`config.mk`:
```
export PLATFORM = sky130hd
export DESIGN_NAME = periodic_waveform_sample_generator_unit
export DESIGN_NICKNAME = d
export VERILOG_FILES = /design/src/sv/pwsg_pkg.sv /design/src/sv/pwsg_regs.sv /design/src/sv/pwsg_serial_mult.sv /design/src/sv/pwsg_serial_div.sv /design/src/sv/periodic_waveform_sample_generator_unit.sv
export SDC_FILE = /design/constraint.sdc
export NUM_CORES = 1
export LEC_CHECK = 0
export BUFFER_PORTS_ARGS = -buffer_cell sky130_fd_sc_hd__clkbuf_2
export CORE_ASPECT_RATIO = 0.6
export CORE_MARGIN = 2
export CORE_UTILIZATION = 36
export DETAILED_ROUTE_END_ITERATION = 12
export PLACE_DENSITY = 0.63
export SLEW_MARGIN = 30
export SYNTH_ARGS = -nofsm -noshare
export SYNTH_HDL_FRONTEND = slang
export SYNTH_SLANG_ARGS = --single-unit
```
`constraint.sdc`:
```
create_clock -name clk -period 8.4 [get_ports clk]
set_input_delay 0.42 -clock clk [delete_from_list [all_inputs] [get_ports clk]]
set_output_delay 0.42 -clock clk [all_outputs]
set_load 0.01 [all_outputs]
```
`src/sv/pwsg_pkg.sv`:
```
// Shared types and constants for the periodic waveform sample generator.
// Used by the register file, the serial multiplier, the serial divider and the top level.
// Depends on nothing.
package pwsg_pkg;

    // Operand widths of the shared arithmetic path.
    localparam int AMP_W  = 16;
    localparam int MUL_W  = 17;
    localparam int PROD_W = AMP_W + MUL_W;
    localparam int DIV_W  = 16;
    localparam int QUO_W  = PROD_W - DIV_W;

    // Field widths.
    localparam int POS_W  = 13;
    localparam int IDX_W  = 12;
    localparam int CODE_W = 10;
    localparam int ADDR_W = 5;
    localparam int DATA_W = 32;

    // Noise generator.
    localparam logic [31:0] LCG_MUL = 32'd1664525;
    localparam logic [31:0] LCG_ADD = 32'd1013904223;

    // Fixed divisors and limits.
    localparam logic [DIV_W-1:0] NOISE_DIV = 16'd32768;
    localparam logic [DIV_W-1:0] DUTY_DIV  = 16'd100;
    localparam logic [7:0]       DUTY_MAX  = 8'd100;

    // Waveform modes.
    localparam logic [2:0] MODE_TRIANGLE = 3'd0;
    localparam logic [2:0] MODE_SQUARE   = 3'd1;
    localparam logic [2:0] MODE_RISE_SAW = 3'd2;
    localparam logic [2:0] MODE_FALL_SAW = 3'd3;
    localparam logic [2:0] MODE_DC       = 3'd4;
    localparam logic [2:0] MODE_NOISE    = 3'd5;

    // Register indexes (byte address is four times the index).
    localparam logic [2:0] REG_WAVE_MODE     = 3'd0;
    localparam logic [2:0] REG_PERIOD_LENGTH = 3'd1;
    localparam logic [2:0] REG_AMPLITUDE     = 3'd2;
    localparam logic [2:0] REG_OFFSET        = 3'd3;
    localparam logic [2:0] REG_DUTY_PERCENT  = 3'd4;
    localparam logic [2:0] REG_NOISE_SEED    = 3'd5;
    localparam logic [2:0] REG_DC_LEVEL      = 3'd6;

    typedef struct packed {
        logic [2:0]  wave_mode;
        logic [12:0] period_length;
        logic [15:0] amplitude;
        logic [15:0] offset;
        logic [7:0]  duty_percent;
        logic [31:0] noise_seed;
        logic [15:0] dc_level;
    } pwsg_cfg_t;

endpackage

```
`src/sv/pwsg_regs.sv`:
```
// APB-style configuration register file of the waveform generator.
// Depends on pwsg_pkg for the register indexes and the configuration struct.
module pwsg_regs
    import pwsg_pkg::*;
(
    input  logic              clk,
    input  logic              rst_n,
    input  logic              psel,
    input  logic              penable,
    input  logic              pwrite,
    input  logic [ADDR_W-1:0] paddr,
    input  logic [DATA_W-1:0] pwdata,
    output logic [DATA_W-1:0] prdata,
    output logic              pready,
    output pwsg_cfg_t         cfg
);

    pwsg_cfg_t  cfg_reg;
    pwsg_cfg_t  cfg_next;
    logic [2:0] reg_index;
    logic       wr_en;

    assign reg_index = paddr[ADDR_W-1:2];
    assign wr_en     = psel && penable && pwrite;
    assign pready    = 1'b1;
    assign cfg       = cfg_reg;

    always_comb
    begin
        cfg_next = cfg_reg;
        if (wr_en)
        begin
            unique case (reg_index)
                REG_WAVE_MODE:     cfg_next.wave_mode     = pwdata[2:0];
                REG_PERIOD_LENGTH: cfg_next.period_length = pwdata[12:0];
                REG_AMPLITUDE:     cfg_next.amplitude     = pwdata[15:0];
                REG_OFFSET:        cfg_next.offset        = pwdata[15:0];
                REG_DUTY_PERCENT:  cfg_next.duty_percent  = pwdata[7:0];
                REG_NOISE_SEED:    cfg_next.noise_seed    = pwdata;
                REG_DC_LEVEL:      cfg_next.dc_level      = pwdata[15:0];
                default:           cfg_next = cfg_reg;
            endcase
        end
    end

    always_comb
    begin
        unique case (reg_index)
            REG_WAVE_MODE:     prdata = {29'd0, cfg_reg.wave_mode};
            REG_PERIOD_LENGTH: prdata = {19'd0, cfg_reg.period_length};
            REG_AMPLITUDE:     prdata = {16'd0, cfg_reg.amplitude};
            REG_OFFSET:        prdata = {16'd0, cfg_reg.offset};
            REG_DUTY_PERCENT:  prdata = {24'd0, cfg_reg.duty_percent};
            REG_NOISE_SEED:    prdata = cfg_reg.noise_seed;
            REG_DC_LEVEL:      prdata = {16'd0, cfg_reg.dc_level};
            default:           prdata = '0;
        endcase
    end

    always_ff @(posedge clk or negedge rst_n)
    begin
        if (!rst_n)
        begin
            cfg_reg.wave_mode     <= MODE_TRIANGLE;
            cfg_reg.period_length <= 13'd1024;
            cfg_reg.amplitude     <= 16'd0;
            cfg_reg.offset        <= 16'd512;
            cfg_reg.duty_percent  <= 8'd50;
            cfg_reg.noise_seed    <= 32'd0;
            cfg_reg.dc_level      <= 16'd0;
        end
        else
        begin
            cfg_reg <= cfg_next;
        end
    end

endmodule

```
`src/sv/pwsg_serial_mult.sv`:
```
// Bit-serial shift-and-add multiplier, one multiplier bit per cycle.
// Depends on pwsg_pkg for the operand widths.
module pwsg_serial_mult
    import pwsg_pkg::*;
(
    input  logic              clk,
    input  logic              rst_n,
    input  logic              start,
    input  logic [AMP_W-1:0]  a,
    input  logic [MUL_W-1:0]  m,
    output logic              busy,
    output logic [PROD_W-1:0] product
);

    localparam int CNT_W = $clog2(MUL_W);

    logic [AMP_W-1:0] a_reg;
    logic [AMP_W-1:0] a_next;
    logic [AMP_W-1:0] hi_reg;
    logic [AMP_W-1:0] hi_next;
    logic [MUL_W-1:0] lo_reg;
    logic [MUL_W-1:0] lo_next;
    logic [CNT_W-1:0] cnt_reg;
    logic [CNT_W-1:0] cnt_next;
    logic             busy_reg;
    logic             busy_next;
    logic [AMP_W:0]   sum;

    // The partial product sits in hi; the used multiplier bits leave lo to the right.
    assign sum = {1'b0, hi_reg} + (lo_reg[0] ? {1'b0, a_reg} : {(AMP_W+1){1'b0}});

    always_comb
    begin
        a_next    = a_reg;
        hi_next   = hi_reg;
        lo_next   = lo_reg;
        cnt_next  = cnt_reg;
        busy_next = busy_reg;
        if (start)
        begin
            a_next    = a;
            hi_next   = '0;
            lo_next   = m;
            cnt_next  = CNT_W'(MUL_W - 1);
            busy_next = 1'b1;
        end
        else if (busy_reg)
        begin
            hi_next  = sum[AMP_W:1];
            lo_next  = {sum[0], lo_reg[MUL_W-1:1]};
            cnt_next = cnt_reg - 1'b1;
            if (cnt_reg == '0)
            begin
                busy_next = 1'b0;
            end
        end
    end

    always_ff @(posedge clk or negedge rst_n)
    begin
        if (!rst_n)
        begin
            cnt_reg  <= '0;
            busy_reg <= 1'b0;
        end
        else
        begin
            cnt_reg  <= cnt_next;
            busy_reg <= busy_next;
        end
    end

    always_ff @(posedge clk)
    begin
        a_reg  <= a_next;
        hi_reg <= hi_next;
        lo_reg <= lo_next;
    end

    assign busy    = busy_reg;
    assign product = {hi_reg, lo_reg};

endmodule

```
`src/sv/pwsg_serial_div.sv`:
```
// Restoring radix-2 divider, one quotient bit per cycle.
// The caller guarantees that the quotient fits QUO_W bits. Depends on pwsg_pkg.
module pwsg_serial_div
    import pwsg_pkg::*;
(
    input  logic              clk,
    input  logic              rst_n,
    input  logic              start,
    input  logic [PROD_W-1:0] dividend,
    input  logic [DIV_W-1:0]  divisor,
    output logic              busy,
    output logic [QUO_W-1:0]  quotient
);

    localparam int CNT_W = $clog2(QUO_W);

    logic [DIV_W-1:0] d_reg;
    logic [DIV_W-1:0] d_next;
    logic [DIV_W-1:0] rem_reg;
    logic [DIV_W-1:0] rem_next;
    logic [QUO_W-1:0] dq_reg;
    logic [QUO_W-1:0] dq_next;
    logic [CNT_W-1:0] cnt_reg;
    logic [CNT_W-1:0] cnt_next;
    logic             busy_reg;
    logic             busy_next;
    logic [DIV_W+1:0] trial;

    // Dividend bits leave dq at the top while quotient bits enter at the bottom.
    assign trial = {1'b0, rem_reg, dq_reg[QUO_W-1]} - {2'b00, d_reg};

    always_comb
    begin
        d_next    = d_reg;
        rem_next  = rem_reg;
        dq_next   = dq_reg;
        cnt_next  = cnt_reg;
        busy_next = busy_reg;
        if (start)
        begin
            d_next    = divisor;
            rem_next  = dividend[PROD_W-1:QUO_W];
            dq_next   = dividend[QUO_W-1:0];
            cnt_next  = CNT_W'(QUO_W - 1);
            busy_next = 1'b1;
        end
        else if (busy_reg)
        begin
            if (!trial[DIV_W+1])
            begin
                rem_next = trial[DIV_W-1:0];
                dq_next  = {dq_reg[QUO_W-2:0], 1'b1};
            end
            else
            begin
                rem_next = {rem_reg[DIV_W-2:0], dq_reg[QUO_W-1]};
                dq_next  = {dq_reg[QUO_W-2:0], 1'b0};
            end
            cnt_next = cnt_reg - 1'b1;
            if (cnt_reg == '0)
            begin
                busy_next = 1'b0;
            end
        end
    end

    always_ff @(posedge clk or negedge rst_n)
    begin
        if (!rst_n)
        begin
            cnt_reg  <= '0;
            busy_reg <= 1'b0;
        end
        else
        begin
            cnt_reg  <= cnt_next;
            busy_reg <= busy_next;
        end
    end

    always_ff @(posedge clk)
    begin
        d_reg   <= d_next;
        rem_reg <= rem_next;
        dq_reg  <= dq_next;
    end

    assign busy     = busy_reg;
    assign quotient = dq_reg;

endmodule

```
`src/sv/periodic_waveform_sample_generator_unit.sv`:
```
// Top level of the periodic waveform sample generator: sequencer, index and noise state.
// Depends on pwsg_pkg, pwsg_regs, pwsg_serial_mult and pwsg_serial_div.
//
//   channel  | direction | handshake                | payload
//   ---------+-----------+--------------------------+-----------------------------------
//   in       | receive   | in_valid / in_stall      | restart
//   out      | send      | out_valid / out_stall    | sample_code, sample_index, period_end
//   config   | receive   | psel penable pwrite      | paddr, pwdata, prdata (pready high)
//
// Each item goes from acceptance to the next acceptance through a setup step, the
// bit-serial multiplier, the bit-serial divider and the handover steps between them.
// Reset returns the registers to their documented values and the index and noise
// generator to zero. A stall on the output holds the finished item in the output
// register; the next item is still accepted and waits before the output stage.
module periodic_waveform_sample_generator_unit
    import pwsg_pkg::*;
#(
    parameter int MAX_PERIOD = 4096,
    parameter int DAC_TOP    = 1023
)
(
    input  logic              clk,
    input  logic              rst_n,
    input  logic              psel,
    input  logic              penable,
    input  logic              pwrite,
    input  logic [ADDR_W-1:0] paddr,
    input  logic [DATA_W-1:0] pwdata,
    output logic [DATA_W-1:0] prdata,
    output logic              pready,
    input  logic              in_valid,
    output logic              in_stall,
    input  logic              restart,
    output logic              out_valid,
    input  logic              out_stall,
    output logic [CODE_W-1:0] sample_code,
    output logic [IDX_W-1:0]  sample_index,
    output logic              period_end
);

    // The period register cannot exceed its own field range, so the cap is taken
    // as the smaller of that range and the configured maximum.
    localparam int PTS_FIELD_MAX = (1 << POS_W) - 1;
    localparam int PTS_CAP       = (MAX_PERIOD > PTS_FIELD_MAX) ? PTS_FIELD_MAX : MAX_PERIOD;
    localparam int VAL_W         = 20;
    localparam logic signed [VAL_W-1:0] TOP_S = VAL_W'(DAC_TOP);

    typedef enum logic [4:0] {
        S_IDLE  = 5'b00001,
        S_SETUP = 5'b00010,
        S_MUL   = 5'b00100,
        S_DIV   = 5'b01000,
        S_DONE  = 5'b10000
    } state_t;

    pwsg_cfg_t cfg;

    state_t state_reg;
    state_t state_next;

    // Sample state carried from one item to the next.
    logic [POS_W-1:0] position_reg;
    logic [POS_W-1:0] position_next;
    logic [31:0]      lcg_reg;
    logic [31:0]      lcg_next;

    // The item being worked on.
    logic [POS_W-1:0] idx_reg;
    logic [POS_W-1:0] idx_next;
    logic [POS_W-1:0] pts_reg;
    logic [POS_W-1:0] pts_next;
    logic             last_reg;
    logic             last_next;
    logic             neg_reg;
    logic             neg_next;
    logic             q_zero_reg;
    logic             q_zero_next;

    // Output register.
    logic              out_valid_reg;
    logic              out_valid_next;
    logic [CODE_W-1:0] code_reg;
    logic [CODE_W-1:0] code_next;
    logic [IDX_W-1:0]  index_reg;
    logic [IDX_W-1:0]  index_next;
    logic              end_reg;
    logic              end_next;

    // Front end at acceptance.
    logic             accept;
    logic [POS_W-1:0] pts_eff;
    logic [POS_W-1:0] pos_start;
    logic [POS_W-1:0] idx_eff;
    logic             last_eff;
    logic [31:0]      lcg_src;

    // Operand selection in the setup cycle.
    logic [POS_W-1:0] q;
    logic [POS_W-1:0] q2;
    logic [POS_W-1:0] q3;
    logic [POS_W-1:0] q4;
    logic [POS_W-1:0] tri_m;
    logic             tri_neg;
    logic [7:0]       duty_c;
    logic [MUL_W-1:0] noise_mag;
    logic [AMP_W-1:0] op_a;
    logic [MUL_W-1:0] op_m;
    logic [DIV_W-1:0] op_d;
    logic             op_neg;

    // Arithmetic units.
    logic              mul_start;
    logic              mul_busy;
    logic [PROD_W-1:0] mul_product;
    logic              div_start;
    logic              div_busy;
    logic [QUO_W-1:0]  div_quotient;

    // Final value.
    logic signed [VAL_W-1:0] off_s;
    logic signed [VAL_W-1:0] amp_s;
    logic signed [VAL_W-1:0] quo_s;
    logic signed [VAL_W-1:0] val;
    logic [CODE_W-1:0]       code_clamped;
    logic                    out_free;

    pwsg_regs u_regs (
        .clk     (clk),
        .rst_n   (rst_n),
        .psel    (psel),
        .penable (penable),
        .pwrite  (pwrite),
        .paddr   (paddr),
        .pwdata  (pwdata),
        .prdata  (prdata),
        .pready  (pready),
        .cfg     (cfg)
    );

    pwsg_serial_mult u_mult (
        .clk     (clk),
        .rst_n   (rst_n),
        .start   (mul_start),
        .a       (op_a),
        .m       (op_m),
        .busy    (mul_busy),
        .product (mul_product)
    );

    pwsg_serial_div u_div (
        .clk      (clk),
        .rst_n    (rst_n),
        .start    (div_start),
        .dividend (mul_product),
        .divisor  (op_d),
        .busy     (div_busy),
        .quotient (div_quotient)
    );

    // The block takes a new item only while the sequencer is at rest.
    assign in_stall = (state_reg != S_IDLE);
    assign accept   = in_valid && !in_stall;

    // A zero period counts as one sample, and a long one saturates at the cap.
    always_comb
    begin
        if (cfg.period_length == '0)
        begin
            pts_eff = POS_W'(1);
        end
        else if ({4'd0, cfg.period_length} > 17'(PTS_CAP))
        begin
            pts_eff = POS_W'(PTS_CAP);
        end
        else
        begin
            pts_eff = cfg.period_length;
        end
    end

    // An index left beyond a shortened period wraps to a period start.
    assign pos_start = restart ? '0 : position_reg;
    assign idx_eff   = (pos_start >= pts_eff) ? '0 : pos_start;
    assign last_eff  = (idx_eff == pts_eff - 1'b1);
    assign lcg_src   = (idx_eff == '0) ? cfg.noise_seed : lcg_reg;

    always_comb
    begin
        position_next = position_reg;
        lcg_next      = lcg_reg;
        idx_next      = idx_reg;
        pts_next      = pts_reg;
        last_next     = last_reg;
        if (accept)
        begin
            position_next = last_eff ? '0 : idx_eff + 1'b1;
            lcg_next      = 32'(LCG_MUL * lcg_src) + LCG_ADD;
            idx_next      = idx_eff;
            pts_next      = pts_eff;
            last_next     = last_eff;
        end
    end

    // Triangle quarters: rising, falling, falling below the offset, and rising
    // back. Samples beyond four quarters sit above four quarters, so the last
    // ramp takes the magnitude of a signed difference and flips its sign.
    assign q  = pts_reg >> 2;
    assign q2 = q << 1;
    assign q3 = q2 + q;
    assign q4 = q << 2;

    always_comb
    begin
        priority if (idx_reg < q)
        begin
            tri_m   = idx_reg;
            tri_neg = 1'b0;
        end
        else if (idx_reg < q2)
        begin
            tri_m   = q2 - idx_reg;
            tri_neg = 1'b0;
        end
        else if (idx_reg < q3)
        begin
            tri_m   = idx_reg - q2;
            tri_neg = 1'b1;
        end
        else if (idx_reg <= q4)
        begin
            tri_m   = q4 - idx_reg;
            tri_neg = 1'b1;
        end
        else
        begin
            tri_m   = idx_reg - q4;
            tri_neg = 1'b0;
        end
    end

    assign duty_c = (cfg.duty_percent > DUTY_MAX) ? DUTY_MAX : cfg.duty_percent;

    // Magnitude of the centred noise value; bit 15 clear means below centre.
    assign noise_mag = lcg_reg[15] ? {2'b00, lcg_reg[14:0]}
                                   : {1'b0, NOISE_DIV} - {1'b0, lcg_reg[15:0]};

    // Every mode becomes one product divided by one divisor. Modes without
    // arithmetic push a zero product through a divisor of one.
    always_comb
    begin
        op_a   = '0;
        op_m   = '0;
        op_d   = DIV_W'(1);
        op_neg = 1'b0;
        unique case (cfg.wave_mode)
            MODE_TRIANGLE:
            begin
                if (q != '0)
                begin
                    op_a   = cfg.amplitude;
                    op_m   = MUL_W'(tri_m);
                    op_d   = DIV_W'(q);
                    op_neg = tri_neg;
                end
            end
            MODE_SQUARE:
            begin
                // The high share ends at the quotient of period times duty by 100.
                op_a = AMP_W'(pts_reg);
                op_m = MUL_W'(duty_c);
                op_d = DUTY_DIV;
            end
            MODE_RISE_SAW, MODE_FALL_SAW:
            begin
                op_a = cfg.amplitude;
                op_m = MUL_W'({idx_reg, 1'b0});
                op_d = DIV_W'(pts_reg);
            end
            MODE_NOISE:
            begin
                op_a   = cfg.amplitude;
                op_m   = noise_mag;
                op_d   = NOISE_DIV;
                op_neg = !lcg_reg[15];
            end
            default:
            begin
                op_a = '0;
            end
        endcase
    end

    // Sequencer.
    always_comb
    begin
        state_next  = state_reg;
        mul_start   = 1'b0;
        div_start   = 1'b0;
        neg_next    = neg_reg;
        q_zero_next = q_zero_reg;
        unique case (state_reg)
            S_IDLE:
            begin
                if (accept)
                begin
                    state_next = S_SETUP;
                end
            end
            S_SETUP:
            begin
                mul_start   = 1'b1;
                neg_next    = op_neg;
                q_zero_next = (q == '0);
                state_next  = S_MUL;
            end
            S_MUL:
            begin
                if (!mul_busy)
                begin
                    div_start  = 1'b1;
                    state_next = S_DIV;
                end
            end
            S_DIV:
            begin
                if (!div_busy)
                begin
                    state_next = S_DONE;
                end
            end
            S_DONE:
            begin
                if (out_free)
                begin
                    state_next = S_IDLE;
                end
            end
        endcase
    end

    // Final arithmetic on the quotient, in a signed width that holds the widest
    // offset plus twice the amplitude.
    assign off_s = VAL_W'(cfg.offset);
    assign amp_s = VAL_W'(cfg.amplitude);
    assign quo_s = VAL_W'(div_quotient);

    always_comb
    begin
        unique case (cfg.wave_mode)
            MODE_TRIANGLE:
            begin
                if (q_zero_reg)
                begin
                    val = off_s;
                end
                else
                begin
                    val = neg_reg ? off_s - quo_s : off_s + quo_s;
                end
            end
            MODE_SQUARE:
            begin
                val = ({4'd0, idx_reg} < div_quotient) ? off_s + amp_s : off_s - amp_s;
            end
            MODE_RISE_SAW: val = off_s + quo_s - amp_s;
            MODE_FALL_SAW: val = off_s + amp_s - quo_s;
            MODE_DC:       val = VAL_W'(cfg.dc_level);
            MODE_NOISE:    val = neg_reg ? off_s - quo_s : off_s + quo_s;
            default:       val = off_s;
        endcase
    end

    always_comb
    begin
        priority if (val < 0)
        begin
            code_clamped = '0;
        end
        else if (val > TOP_S)
        begin
            code_clamped = TOP_S[CODE_W-1:0];
        end
        else
        begin
            code_clamped = val[CODE_W-1:0];
        end
    end

    // The output register is free when empty or being taken in this cycle.
    assign out_free = !out_valid_reg || !out_stall;

    always_comb
    begin
        out_valid_next = out_valid_reg;
        code_next      = code_reg;
        index_next     = index_reg;
        end_next       = end_reg;
        if (out_valid_reg && !out_stall)
        begin
            out_valid_next = 1'b0;
        end
        if ((state_reg == S_DONE) && out_free)
        begin
            out_valid_next = 1'b1;
            code_next      = code_clamped;
            index_next     = idx_reg[IDX_W-1:0];
            end_next       = last_reg;
        end
    end

    always_ff @(posedge clk or negedge rst_n)
    begin
        if (!rst_n)
        begin
            state_reg     <= S_IDLE;
            position_reg  <= '0;
            lcg_reg       <= '0;
            out_valid_reg <= 1'b0;
        end
        else
        begin
            state_reg     <= state_next;
            position_reg  <= position_next;
            lcg_reg       <= lcg_next;
            out_valid_reg <= out_valid_next;
        end
    end

    always_ff @(posedge clk)
    begin
        idx_reg    <= idx_next;
        pts_reg    <= pts_next;
        last_reg   <= last_next;
        neg_reg    <= neg_next;
        q_zero_reg <= q_zero_next;
        code_reg   <= code_next;
        index_reg  <= index_next;
        end_reg    <= end_next;
    end

    assign out_valid    = out_valid_reg;
    assign sample_code  = code_reg;
    assign sample_index = index_reg;
    assign period_end   = end_reg;

    // A new result appears only from the final sequencer step.
    assert property (@(posedge clk) disable iff (!rst_n)
        $rose(out_valid) |-> $past(state_reg == S_DONE))
        else $error("result appeared outside the final step");

    // The multiplier and the divider never run at the same time.
    assert property (@(posedge clk) disable iff (!rst_n)
        !(mul_busy && div_busy))
        else $error("multiplier and divider busy together");

    // An accepted item closes the input until its work is done.
    assert property (@(posedge clk) disable iff (!rst_n)
        (in_valid && !in_stall) |=> (in_stall && (state_reg == S_SETUP)))
        else $error("input not closed after an accepted item");

    // The divider is started only once the multiplier has finished.
    assert property (@(posedge clk) disable iff (!rst_n)
        div_start |-> (!mul_busy && (state_reg == S_MUL)))
        else $error("divider started before the product was ready");

endmodule

```
==> flow_summary.yaml, run 1 <==
global_route:
  gr-usage-met2: 0.294
  top_usage_layer: "met1"
  grt_max_degree: 86
  grt-ovfl-total: 0
  grt_use_met3: 0.0851
  grt_usage: 0.232
  grt_pass1_vias: 21800
  antenna_found_initial: 3
  grt_first_pass_wirelength_mm: 138
  grt.met1_usage: 0.367
floorplan:
  die_y_um: 217
  io_pins: 103
  rows: 77
  initial_utilization: 0.366
  dieWidth_um: 359
  core_mm2: 0.0742
  die_area_mm2: 0.0777
setup_path:
  startpoint_type: "flop"
  max_stage_delay_ps: 590
  cp.required_ps: 8870
  cp_slowest_cell: "or4_1"
  cp_data_arrival_time_ps: 8400
  critPathKind: "reg -> reg"
  end_kind: "flop"
  crit_top_cell: "ha_1"
  r2r_setup_slack_ps: 470
  worst-path-max-fanout: 13
timing:
  timing.hold.ws_ps: 32.2
  slew_violations: 0
  clock_skew_ps: 39.9
  tightest_slew_ps: 920
  min_period_ps: 7930
  setup_tns_ps: 0
  fin_crit_sh: 0.944
  fmax_mhz: 126
  setup_viol_count_final: 0
  slew-limit-headroom: 0.386
  hold_viol_final: 0
  rsz0062_at_grt: "false"
logic_synthesis:
  synth.net_count: 3415
  yosysMostFrequentCell: "ha_1"
  seq_area_frac_synth: 0.297
  synth_flop_cell: "dfrtp_1"
  synth.distinct_cells: 112
  syn_area_mm2: 0.0271
  yosys.area.top_type: "edfxtp_1"
  yosysWarnings: 0
  synth_area_per_cell_um2: 8.97
  yosys-top-cells-area: "edfxtp_1 15%, ha_1 14%, dfrtp_1 13%"
  yosys-top-cells-count: "305 x ha_1, 252 x inv_1, 249 x nand2_1"
  netlist.area_leader.share: 0.146
  synth.ff_latch_count: 299
  ys_async_sr_fraction: 0.505
  synthCells: 3028
  synth-edff-count: 132
placed_design:
  gp_congestion: 0.987
  io_buffer_count: 99
  dpl.hpwl_mm: 71.8
  placed_cells: 4041
route:
  wl_per_cell_um: 22.4
  first_pass_iters: 6
  via_per_inst: 5.83
  wl_mm: 91.8
  drt_iter0_markers: 3090
  num_vias: 23900
  drc_errors: 0
  antenna_left: 0
finish:
  register_area_mm2: 0.00807
  fin_cells: 4101
  fillers: 7372
  finalNetCount: 3475
  largest_reg_flops: 104
  multiInputGateArea_mm2: 0.0175
  final_util: 0.403
  drive_gt1_frac: 0.130
  areaGrowthSynthToFinish_pct: 10.2
clocking:
  cts_setup_buffers: 0
  cts.reportedPaths.clkPinSlew_ps: 70
  htreeDepth: 1
  ctsRootBufferMaster: "clkbuf_16"
  clockBufferDepth: 3
  clock-sinks: 299
  tritoncts: "built"
  clk_latency_ps: 620
  cts_buffers: 31
run:
  max_cap_violations: 0
outcome:
  status: "finished, final reports clean"
power_and_ir_drop:
  p_leak_nw: 13.4
  power_mw: 12.5
  ir_drop_uv: 539
  power_density_mw_per_mm2: 417
hold_path:
  hold_path_class: "in -> reg"
[cell type report]
| type | instances | area share |
|---|---|---|
| well taps | 987 | 0.0413 |
| repair buffers | 152 | 0.0316 |
| clock inverters | 21 | 0.00857 |
| multi-input cells | 2344 | 0.587 |
| inverters | 260 | 0.0326 |
| flip-flops and latches | 299 | 0.270 |
| clock buffers | 37 | 0.0294 |
| diodes | 1 | 0.0000836 |
[path summary, 6_finish.rpt]
check                                      startpoint                    endpoint  cells after the start
setup reg to reg           u_regs.cfg[99]$_DFFE_PN0P_     lcg_reg[15]$_DFFE_PN0P_                     30
hold reg to reg                    last_reg$_DFFE_PP_        period_end$_DFFE_PP_                      0
setup / recovery           u_regs.cfg[99]$_DFFE_PN0P_     lcg_reg[15]$_DFFE_PN0P_                     30
max in group asynchronous                       rst_n       u_mult.busy$_DFF_PN0_                      3
hold / removal                             pwdata[27]  u_regs.cfg[43]$_DFFE_PN0P_                      2
min in group asynchronous                       rst_n  u_regs.cfg[43]$_DFFE_PN0P_                      2
[per-stage QoR]
step | area [um^2] | worst slack, ps
2_1_floorplan | 27100 | 726
3_3_place_gp | 28700 | 401
3_5_place_dp | 28700 | 421
4_1_cts | 29900 | 359
5_1_grt | 29900 | 99.1
6_report | 29900 | 468
[per-layer routing]
metal / wire length (um) / vias to the layer above
met5: 28 / -
met4: 1600 / 4
met3: 12100 / 106
met2: 33600 / 1238
met1: 44500 / 11500
li1: - / 11100
[cells in the final DEF, fill, tap and decap left out, drive strengths merged, types with 26 or more instances in the layout]
cell type    n
buf         54
a221oi      30
edfxtp     132
a21o        52
a211oi      38
ha         305
clkbuf     134
xor2        59
nor3        66
nor2       232
nor2b       40
o21a        26
nand2      250
inv        257
and2        31
mux2       124
nand3       50
nand2b      36
dfrtp      145
o21ai      196
a21oi      201
and3        39
fa          37
mux2i       46
xnor2      109
[power breakdown]
part           leakage (nW)  switching (mW)  internal (mW)
Clock                 0.541           0.674          0.882
Sequential             3.28           0.507           2.02
Combinational          9.60            4.95           3.43
[critical path: cells and delay by family, from the launching register on]
family	cells	cell delay (ps)
AO/OA/AOI/OAI	9	1800
XOR/XNOR	2	280
adder cells (fa/ha/maj)	9	3250
buffers and inverters	3	280
flip-flops	1	420
multiplexers	1	440
AND/OR/NAND/NOR	6	1310
[what timing repair did]
item                                    4_1_cts  5_1_grt
endpoints found under the setup margin        0        1
hold buffers                                  1        0
endpoints found under the hold margin        83        0
gates resized for setup                       0        2
[cell families (layout without fill, tap and decap cells)]
family	Yosys count	count (layout)	share of synthesized area
XOR/XNOR	168	168	0.0542
other	1	2	0.000138
adder cells (fa/ha/maj)	342	342	0.168
flip-flops	299	299	0.297
AND/OR/NAND/NOR	856	856	0.153
buffers and inverters	385	470	0.0585
multiplexers	174	174	0.0717
AO/OA/AOI/OAI	803	803	0.198
(Power assumes the default switching activity.)
==> run 2, diff against run 1 <==
--- a/config.mk
+++ b/config.mk
@@ -11,4 +11,5 @@
 export CORE_UTILIZATION = 36
 export DETAILED_ROUTE_END_ITERATION = 12
+export HOLD_SLACK_MARGIN = 0.15
 export PLACE_DENSITY = 0.63
 export SLEW_MARGIN = 30
==> constraint.sdc (replaced) <==
create_clock -name clk -period 8.4 [get_ports clk]
set_input_delay 1.68 -clock clk [delete_from_list [all_inputs] [get_ports clk]]
set_output_delay 1.68 -clock clk [all_outputs]
set_load 0.01 [all_outputs]
==> flow_summary.yaml, run 2 (same netlist as run 1, synthesis figures left out) <==
finish:
  largest_reg_flops: 104
  antenna-diode-count: 0
  areaGrowthSynthToFinish_pct: 10.9
  finalNetCount: 3518
  drive_gt1_frac: 0.140
  final_common_cell: "ha_1"
  final_util: 0.406
  final_cell_mix: "305 x ha_1, 251 x inv_1, 248 x nand2_1, 230 x nor2_1, 196 x a21oi_1"
  multiInputGateArea_mm2: 0.0175
  final_area_mm2: 0.0301
  fillers: 7445
  register_area_mm2: 0.00807
setup_path:
  critical_path.top_delay_family: "adder cells"
  cp_slowest_cell: "or4_4"
  r2r-start: "u_regs.cfg[98]$_DFFE_PN1P_"
  cp.required_ps: 8890
  cp-endpoint: "lcg_reg[15]$_DFFE_PN0P_"
  startpoint_type: "flop"
  cp_num_cells: 33
  crit_buf_inv: 5
  cp_data_arrival_time_ps: 8400
  critPathKind: "reg -> reg"
  crit_start: "u_regs.cfg[98]$_DFFE_PN1P_"
  worst-path-max-fanout: 5
  r2r_setup_slack_ps: 490
  crit_top_cell: "ha_1"
  r2r-end: "lcg_reg[15]$_DFFE_PN0P_"
  end_kind: "flop"
  worstRegToRegCells: 33
  max_stage_delay_ps: 580
floorplan:
  io_pins: 103
  initial_utilization: 0.366
  die_y_um: 217
  dieWidth_um: 359
  core_mm2: 0.0742
  rows: 77
  die_area_mm2: 0.0777
power_and_ir_drop:
  sequentialPowerShare: 0.195
  ir_drop_uv: 446
  net-switching-power_mw: 6.13
  p_int_mw: 6.69
  power_density_mw_per_mm2: 426
  pwr-share-clk: 0.113
  p_leak_nw: 13.6
  comb_power_share: 0.692
  switching_share: 0.478
placed_design:
  place_area_mm2: 0.0290
  io_buffer_count: 99
  dpl.hpwl_mm: 71.6
  gp_congestion: 0.984
route:
  via_per_inst: 5.80
  num_vias: 24000
  first_pass_iters: 6
  drc_errors: 0
  antenna_left: 0
  wl_mm: 90.8
  drt_iter0_markers: 2890
  wl_per_cell_um: 21.9
timing:
  hold_viol_final: 0
  tightest_slew_ps: 998
  fin_crit_sh: 0.942
  slew-limit-headroom: 0.328
  fmax_mhz: 126
  rsz0062_at_grt: "false"
  clock_skew_ps: 54.2
  slew_violations: 0
  min_period_ps: 7910
  setup_viol_count_final: 0
clocking:
  clk_latency_ps: 640
  tritoncts: "built"
  htreeDepth: 1
  cts.reportedPaths.clkPinSlew_ps: 70
  ctsRootBufferMaster: "clkbuf_16"
  cts_buffers: 30
  clockBufferDepth: 3
  clock-sinks: 299
  post_cts_resize_count: 0
  holdBufCountCts: 0
  cts_setup_buffers: 0
run:
  max_cap_violations: 0
global_route:
  grt-ovfl-total: 0
  grt_pass1_vias: 22100
  grt_max_degree: 78
  grt_usage: 0.230
  grt_first_pass_wirelength_mm: 138
  antenna_found_initial: 1
hold_path:
  hold_path_class: "reg -> reg"
outcome:
  status: "finished, final reports clean"
==> run 2: cell type report <==
type                            instances  share of cell area
Inverter                              260              0.0324
Timing Repair Buffer                  196              0.0424
Tap cell                              987              0.0410
Clock buffer                           40              0.0265
Sequential cell                       299               0.268
Clock inverter                         15             0.00715
Multi-Input combinational cell       2344               0.583
==> run 2: worst min path at each step <==
stage	start	endpoint	slack (ps)	depth (start not counted)
after CTS	last_reg$_DFFE_PP_	period_end$_DFFE_PP_	440	0
after floorplan	last_reg$_DFFE_PP_	period_end$_DFFE_PP_	400	0
after global placement	last_reg$_DFFE_PP_	period_end$_DFFE_PP_	440	0
after global routing	last_reg$_DFFE_PP_	period_end$_DFFE_PP_	450	0
final	last_reg$_DFFE_PP_	period_end$_DFFE_PP_	440	0
after detailed placement	last_reg$_DFFE_PP_	period_end$_DFFE_PP_	430	0
==> run 2: per-layer routing <==
metal  vias up  share of wire  global-route usage
met5         -        0.00014                   0
met4         2          0.019              0.0414
met3       107           0.12              0.0637
met2      1242           0.37               0.298
met1     11500           0.49               0.369
li1      11200              -                   -
==> run 2: power by group through the flow <==
stage	registers [mW]	clock network (mW)	logic [mW]
2_1_floorplan	2.26	0	6.28
3_3_place_gp	2.50	0	8.50
3_5_place_dp	2.50	0	8.66
4_1_cts	2.48	1.46	8.73
5_1_grt	2.54	1.52	9.90
6_report	2.50	1.44	8.87
==> run 2: worst reg2reg max path: cells and delay by family, from the launching register on <==
family,cells,cell delay (ps)
fa+ha+maj,10,3180
buf+inv,5,610
mux,1,340
xor+xnor,2,250
compound gates,9,1720
flops,1,400
simple gates,6,1280
==> run 2: per-stage QoR <==
stage                     hold WS [ps]  worst slack [ps]  setup TNS (ps)  instances  total power [mW]
after detailed placement           432             -70.7            -121       4084              11.2
after global routing               450              74.4               0       4141              14.0
after floorplan                    400              73.4               0       3028              8.54
after global placement             440              28.3               0       4084              11.0
after CTS                          443               404               0       4139              12.7
final                              440               490               0       4141              12.8
